<file path="src/sv/wsd_pkg.sv">
// Shared types and constants of the windowed squared-difference core.
package wsd_pkg;

  localparam int unsigned WLEN_W  = 10;
  localparam int unsigned SKIP_W  = 20;
  localparam int unsigned SBITS_W = 5;
  localparam int unsigned DIFF_W  = 31;
  localparam int unsigned LAG_W   = 20;
  localparam int unsigned SUM_W   = 64;
  localparam int unsigned CFG_DW  = 32;
  localparam int unsigned CFG_AW  = 4;

  localparam logic [1:0] REG_WINDOW_LENGTH = 2'd0;
  localparam logic [1:0] REG_SKIP_COUNT    = 2'd1;
  localparam logic [1:0] REG_SAMPLE_BITS   = 2'd2;

  localparam logic [WLEN_W-1:0]  WLEN_RST  = 10'd400;
  localparam logic [SKIP_W-1:0]  SKIP_RST  = 20'd1500;
  localparam logic [SBITS_W-1:0] SBITS_RST = 5'd16;

  typedef enum logic [2:0] {
    ST_IDLE = 3'b001,
    ST_RUN  = 3'b010,
    ST_WAIT = 3'b100
  } state_e;

  typedef struct packed {
    logic clear;
    logic pair_valid;
  } acc_ctrl_t;

  typedef struct packed {
    logic              busy;
    logic [DIFF_W-1:0] difference;
  } acc_stat_t;

endpackage

</file>
<file path="src/sv/wsd_sq_acc.sv">
// Squared-difference pipeline with saturating accumulator and output scaling.
module wsd_sq_acc #(
  parameter int unsigned SAMPLE_WIDTH = 24
) (
  input  logic                                 clk_i,
  input  logic                                 rst_ni,
  input  wsd_pkg::acc_ctrl_t                   ctrl_i,
  input  logic signed [SAMPLE_WIDTH-1:0]       win_i,
  input  logic signed [SAMPLE_WIDTH-1:0]       ref_i,
  input  logic        [wsd_pkg::SBITS_W-1:0]   shift_i,
  output wsd_pkg::acc_stat_t                   stat_o
);

  logic signed [SAMPLE_WIDTH:0]        diff;
  logic        [SAMPLE_WIDTH:0]        mag;
  logic        [32:0]                  mag_ext;
  logic        [31:0]                  mag_q;
  logic                                mag_ovf_q;
  logic                                va_q;
  logic        [wsd_pkg::SUM_W-1:0]    sq_c;
  logic        [wsd_pkg::SUM_W-1:0]    sq_q;
  logic                                vb_q;
  logic        [wsd_pkg::SUM_W:0]      sum_c;
  logic        [wsd_pkg::SUM_W-1:0]    acc_q;
  logic        [wsd_pkg::SUM_W-1:0]    acc_d;
  logic        [wsd_pkg::SUM_W-1:0]    shifted;

  assign diff = (SAMPLE_WIDTH + 1)'(win_i) - (SAMPLE_WIDTH + 1)'(ref_i);
  assign mag  = diff[SAMPLE_WIDTH] ? (SAMPLE_WIDTH + 1)'(-diff) : (SAMPLE_WIDTH + 1)'(diff);
  assign mag_ext = 33'(mag);
  assign sq_c = mag_ovf_q ? '1 : mag_q * mag_q;
  assign sum_c = {1'b0, acc_q} + {1'b0, sq_q};

  always_comb begin
    acc_d = acc_q;
    if (ctrl_i.clear) begin
      acc_d = '0;
    end else if (vb_q) begin
      acc_d = sum_c[wsd_pkg::SUM_W] ? '1 : sum_c[wsd_pkg::SUM_W-1:0];
    end
  end

  always_ff @(posedge clk_i or negedge rst_ni) begin
    if (!rst_ni) begin
      va_q <= 1'b0;
      vb_q <= 1'b0;
    end else begin
      va_q <= ctrl_i.pair_valid;
      vb_q <= va_q;
    end
  end

  always_ff @(posedge clk_i) begin
    mag_q     <= mag_ext[31:0];
    mag_ovf_q <= mag_ext[32];
    sq_q      <= sq_c;
    acc_q     <= acc_d;
  end

  assign shifted = acc_q >> shift_i;
  assign stat_o.busy = va_q | vb_q;
  assign stat_o.difference = (|shifted[wsd_pkg::SUM_W-1:wsd_pkg::DIFF_W]) ?
                             '1 : shifted[wsd_pkg::DIFF_W-1:0];

endmodule

</file>
<file path="config.mk">
export PLATFORM = sky130hd
export DESIGN_NAME = wsd_sq_acc
export DESIGN_NICKNAME = d
export VERILOG_FILES = /design/src/sv/wsd_pkg.sv /design/src/sv/wsd_sq_acc.sv
export SDC_FILE = /design/constraint.sdc
export NUM_CORES = 2
export LEC_CHECK = 0
export BUFFER_PORTS_ARGS = -buffer_cell sky130_fd_sc_hd__buf_4
export CAP_MARGIN = 25
export CORE_MARGIN = 1
export CORE_UTILIZATION = 60
export DETAILED_ROUTE_END_ITERATION = 6
export PLACE_DENSITY = 0.78
export SETUP_SLACK_MARGIN = 0.3
export SLEW_MARGIN = 20
export SYNTH_ARGS = -nofsm -noshare
export SYNTH_HDL_FRONTEND = slang
export SYNTH_SLANG_ARGS = --single-unit
</file>
<file path="constraint.sdc">
create_clock -name clk_i -period 8.4 [get_ports clk_i]
set_input_delay 0.42 -clock clk_i [delete_from_list [all_inputs] [get_ports clk_i]]
set_output_delay 0.42 -clock clk_i [all_outputs]
set_load 0.02 [all_outputs]
</file>
# Word level (Yosys, flattened, before mapping)
# Cells that the tools add are included.
word_totals:
  input_bits: 57
  output_inout_bits: 32
  wordCells: 16
  ff_bits: 141
op_classes:
  shifts: 1
  muxes: 3
  n_reduce_logical: 1
  n_bitwise: 1
  add_sub_neg: 3
  multipliers: 1
ops:
  columns: ["op", "count"]
  rows:
  - ["64-bit by 50-bit adder with 65-bit output", 1]
  - ["64-bit two-way mux", 1]
  - ["64-bit by 5-bit right shift with 64-bit output", 1]
  - ["25-bit by 25-bit multiplier with 50-bit output", 1]
  - ["33-bit OR reduction", 1]
  - ["31-bit two-way mux", 1]
  - ["25-bit negator", 1]
  - ["24-bit by 24-bit subtractor with 25-bit output", 1]
  - ["24-bit two-way mux", 1]
  - ["1-bit bitwise OR", 1]

# Longest topological paths before layout
depth:
  ltp_word: 3
  depth_mapped: 28
  ltp_nobuf: 26

# Worst setup path after synthesis
# No wires, ideal clock.
synth_path:
  path_kind: "register to register"
  start: "reg mag_q[17]"
  end: "reg sq_q[42] in the netlist's numbering"
  path_stages_with_launch: 24
  n_path_buf: 3
  setup_time_ps: 124
  arrival_time_ps: 6777
  path_slack_ps: 1498
  path_cell_list: "dfxtp_1 clkbuf_1 clkbuf_1 nand2_1 fa_1 inv_1 fa_1 fa_1 inv_1 fa_1 inv_1 fa_1 fa_1 inv_1 fa_1 inv_1 ha_1 clkbuf_1 nand2_1 or4_1 o311a_1 a211oi_1 nor4_1 nand3b_1"
synth_via:
  elab_chain_len: 1
synth_lines:
  columns: ["element", "line", "text"]
  rows:
  - ["start, declared", "wsd_sq_acc.sv:17", "logic [31:0] mag_q;"]
  - ["start signal, assigned", "wsd_sq_acc.sv:54", "mag_q <= mag_ext[31:0];"]
  - ["25-bit by 25-bit multiplier with 50-bit output", "wsd_sq_acc.sv:31", "assign sq_c = mag_ovf_q ? '1 : mag_q * mag_q;"]
  - ["named net sq_c (one bit)", "wsd_sq_acc.sv:20", "logic [wsd_pkg::SUM_W-1:0] sq_c;"]
  - ["end signal, assigned", "wsd_sq_acc.sv:56", "sq_q <= sq_c;"]
  - ["end, declared", "wsd_sq_acc.sv:21", "logic [wsd_pkg::SUM_W-1:0] sq_q;"]
# The timed path passes the listed nets, and every way through them passes these cells.
# A chain may end at the register's enable or synchronous reset.

# Final worst setup path
layout_path:
  start: "reg mag_q[8]"
  end: "reg sq_q[49] in the netlist's numbering"
# The elaborated chain is that of the path after synthesis.

==> reports/results.ini <==
[worst_hold_path]
min-delay-start=ctrl_i[0]
hp-class=in -> reg

[synth]
synth_top_family_by_area=adder cells
syn_inst=3572
ys.flop_type=dfxtp_1
synth_mux_area_share_pct=4.78
synth_fp_nets=4360
yosys-top-cells-area=fa_1 31%, ha_1 11%, inv_1 9.2%
synth-simple-area-share_pct=14.9
yosys_warnings=0
syn_area_um2=30100
seq_area_frac_synth_pct=9.33
synth.most_common_cell=inv_1
synth_seq_cells=140
synthDominantCellAreaShare_pct=31.0
synth_cell_type_count=85
synthAdderAreaFrac_pct=42.0
synth_area_per_cell_um2=8.44
synth_xor_area_share_pct=4.01
synth_compound_area_share_pct=13.4
synthArstFlopShare_pct=1.43
synth_edf_count=0
synth_common_cells=741 x inv_1, 467 x fa_1, 383 x nand2_1, 264 x ha_1, 200 x nor2_1
synth.largest_area_cell=fa_1

[place]
place_hpwl_um=59800
place_congestion=0.952
placed_cell_area_um2=31200
post-place-ws_ns=0.734
port_buffers=88

[clock_network]
cts.root.buffer_cell=clkbuf_16
cts_sinks=140
cts_buffer_depth=2
clk_latency_ns=0.47
post_cts_buffers=0
cts_tree=built
h-tree-depth=4
cts_buffers=17
path_clk_slew_ns=0.07

[grt]
grt_overflow=0
grt_util_all_layers_pct=30.1
grt_max_degree=79
grt_pass1_wl_um=123000
grt_pass1_vias=24829
antenna_found_initial=0

[critical_path]
cp_data_required_time_ns=8.73
cpMostUsedCell=fa_1
cp.arrival_ns=7.96
cp-end-kind=flop
critical_path.cell_chain=inv_1 -> nor2_1 -> fa_1 -> fa_1 -> inv_1 -> fa_1 -> fa_1 -> inv_1 -> fa_1 -> fa_1 -> inv_1 -> fa_1 -> inv_1 -> ha_1 -> nand2_1 -> nor2_1 -> nand4_1 -> o211ai_1 -> a21oi_1 -> o31ai_1 -> a211oi_1 -> a211oi_1 -> xnor2_1
start_kind=flop
crit_fanout=16
crit_family=adder cells
critPathKind=reg -> reg
timing.rr.start=mag_q[8]
startpoint=mag_q[8]
path_buf_inv=5
slowest_stage=dfxtp_1
critical_path.max_stage_delay_ns=0.82

[floorplanning]
start_util_pct=61.2
dieArea_um2=51100
core_um2=49300
row_count=81
die_x_um=226
dieHeight_um=226
ioPinCount=89

[timing]
worst_pin_slew_ns=1.06
setup_violations=0
hold_viol_final=0
fin_crit_sh_pct=90.8
setup-tns-final_ns=0
finalClockSkew_ns=0.0207
slew_headroom_pct=29.0
rsz0062_at_grt=false
drv_slew=0
timing.final.ws_setup_ns=0.770
period_minus_slack_ns=7.63
fmax_mhz=131

[routing]
num_vias=24244
detail-route-antenna-nets=0
viasPerCell=5.74
firstDrtPassIters=7
drc_errors=0
wl_per_cell_um=17.2
routed_wl_um=72600
first_iter_violations=1500

[outcome]
status=finished clean

[finish]
diodes=0
fillers=4150
final_nets=4333
syn_to_final_growth_pct=5.63
drive_above_1_share_pct=6.60
stdcell_area_um2=31800

[flow_run]
maxCapViolCount=0

## worst reg2reg max path: stages, from the launching register on
cell and delay, ns:
dfxtp_1 0.82, inv_1 0.39, nor2_1 0.24, fa_1 0.48, fa_1 0.52, inv_1 0.05
fa_1 0.48, fa_1 0.53, inv_1 0.06, fa_1 0.49, fa_1 0.50, inv_1 0.05
fa_1 0.47, inv_1 0.04, ha_1 0.39, nand2_1 0.12, nor2_1 0.11, nand4_1 0.10
o211ai_1 0.43, a21oi_1 0.18, o31ai_1 0.57, a211oi_1 0.15, a211oi_1 0.25, xnor2_1 0.10
## kinds of logic (layout without fill, tap and decap cells)
| group | Yosys count | count (layout) |
|---|---|---|
| DFF | 140 | 140 |
| muxes | 96 | 96 |
| buffers and inverters | 910 | 896 |
| and+or+nand+nor | 958 | 958 |
| adders and majority gates | 732 | 732 |
| AOI/OAI and AO/OA | 598 | 598 |
| xor gates and xnor gates | 138 | 138 |
## per-layer routing
metal  wire, um  vias to the layer above  share of wire, %  global-route usage, %
li1           -                    11496                 -                      -
met1      31200                    11725                43                   40.0
met2      34100                      894                47                   49.9
met3       5030                      129               6.9                   4.77
met4       2300                        0               3.2                   10.5
met5          0                        -                 0                      0
## layout by cell type, fill, tap and decap left out, types with 7 or more instances in the layout
cell type and instances:
nor4_1 12, nor3_1 26, nor2b_1 26, a2111oi_0 8, buf_4 121, or3_1 10
or2_2 15, nand4_1 35, ha_1 264, inv_1 741, a31oi_1 29, nand3_1 51
xnor2_1 85, a21o_1 52, a211o_1 7, and2_1 129, fa_1 467, o21ai_0 100
mux4_2 33, and3_1 19, nand2_1 383, o21a_1 11, xor2_1 53, nand2b_1 23
a21oi_1 150, clkbuf_16 17, o211ai_1 39, a311oi_1 38, a221o_1 9, o311ai_1 9
mux2_2 14, o21bai_1 24, nor2_1 200, mux2i_1 46, dfxtp_1 137, a211oi_1 49
## area by class of cell
| class | instances | area (um2) | share of cell area (%) |
|---|---|---|---|
| clock buffer | 18 | 429 | 1.35 |
| clock inverter | 14 | 209 | 0.656 |
| inverter | 742 | 2790 | 8.75 |
| multi-input combinational | 2522 | 23800 | 74.9 |
| sequential | 140 | 2820 | 8.84 |
| tap | 664 | 831 | 2.61 |
| timing repair buffer | 122 | 918 | 2.89 |
## metrics by stage
stage	std cells	util [%]	hold slack, ns
global placement	4189	63.3	0.204
floorplan	3572	-	0.124
detailed placement	4189	63.3	0.206
global route	4222	64.6	0.0510
CTS	4222	64.6	0.0454
finish	4222	64.6	0.0657
## timing repair
item / in CTS / in global routing
endpoints found under the setup margin: 0 / 1
resized for setup: 0 / 1
hold buffers: 1 / 0
hold endpoints to repair: 2 / 0
## path summary, 6_finish.rpt
kind,endpoint,slack [ns],cells past startpoint
worst max-delay path,sq_q[49],0.77,23
worst min-delay path,va_q,0.07,1
max in group asynchronous,vb_q,8.03,2
worst max register to register,sq_q[49],0.77,23
worst min register to register,vb_q,0.38,0
min in group asynchronous,va_q,0.27,2
## registers in the layout, indices dropped and copies added, names as in the netlist
| register | count |
|---|---|
| vb_q | 1 |
| va_q | 1 |
| mag_q | 25 |
| acc_q | 64 |
| sq_q | 49 |
Power is not shown: default switching activity piles up to over one toggle a cycle in this logic, so the estimate is an artifact.
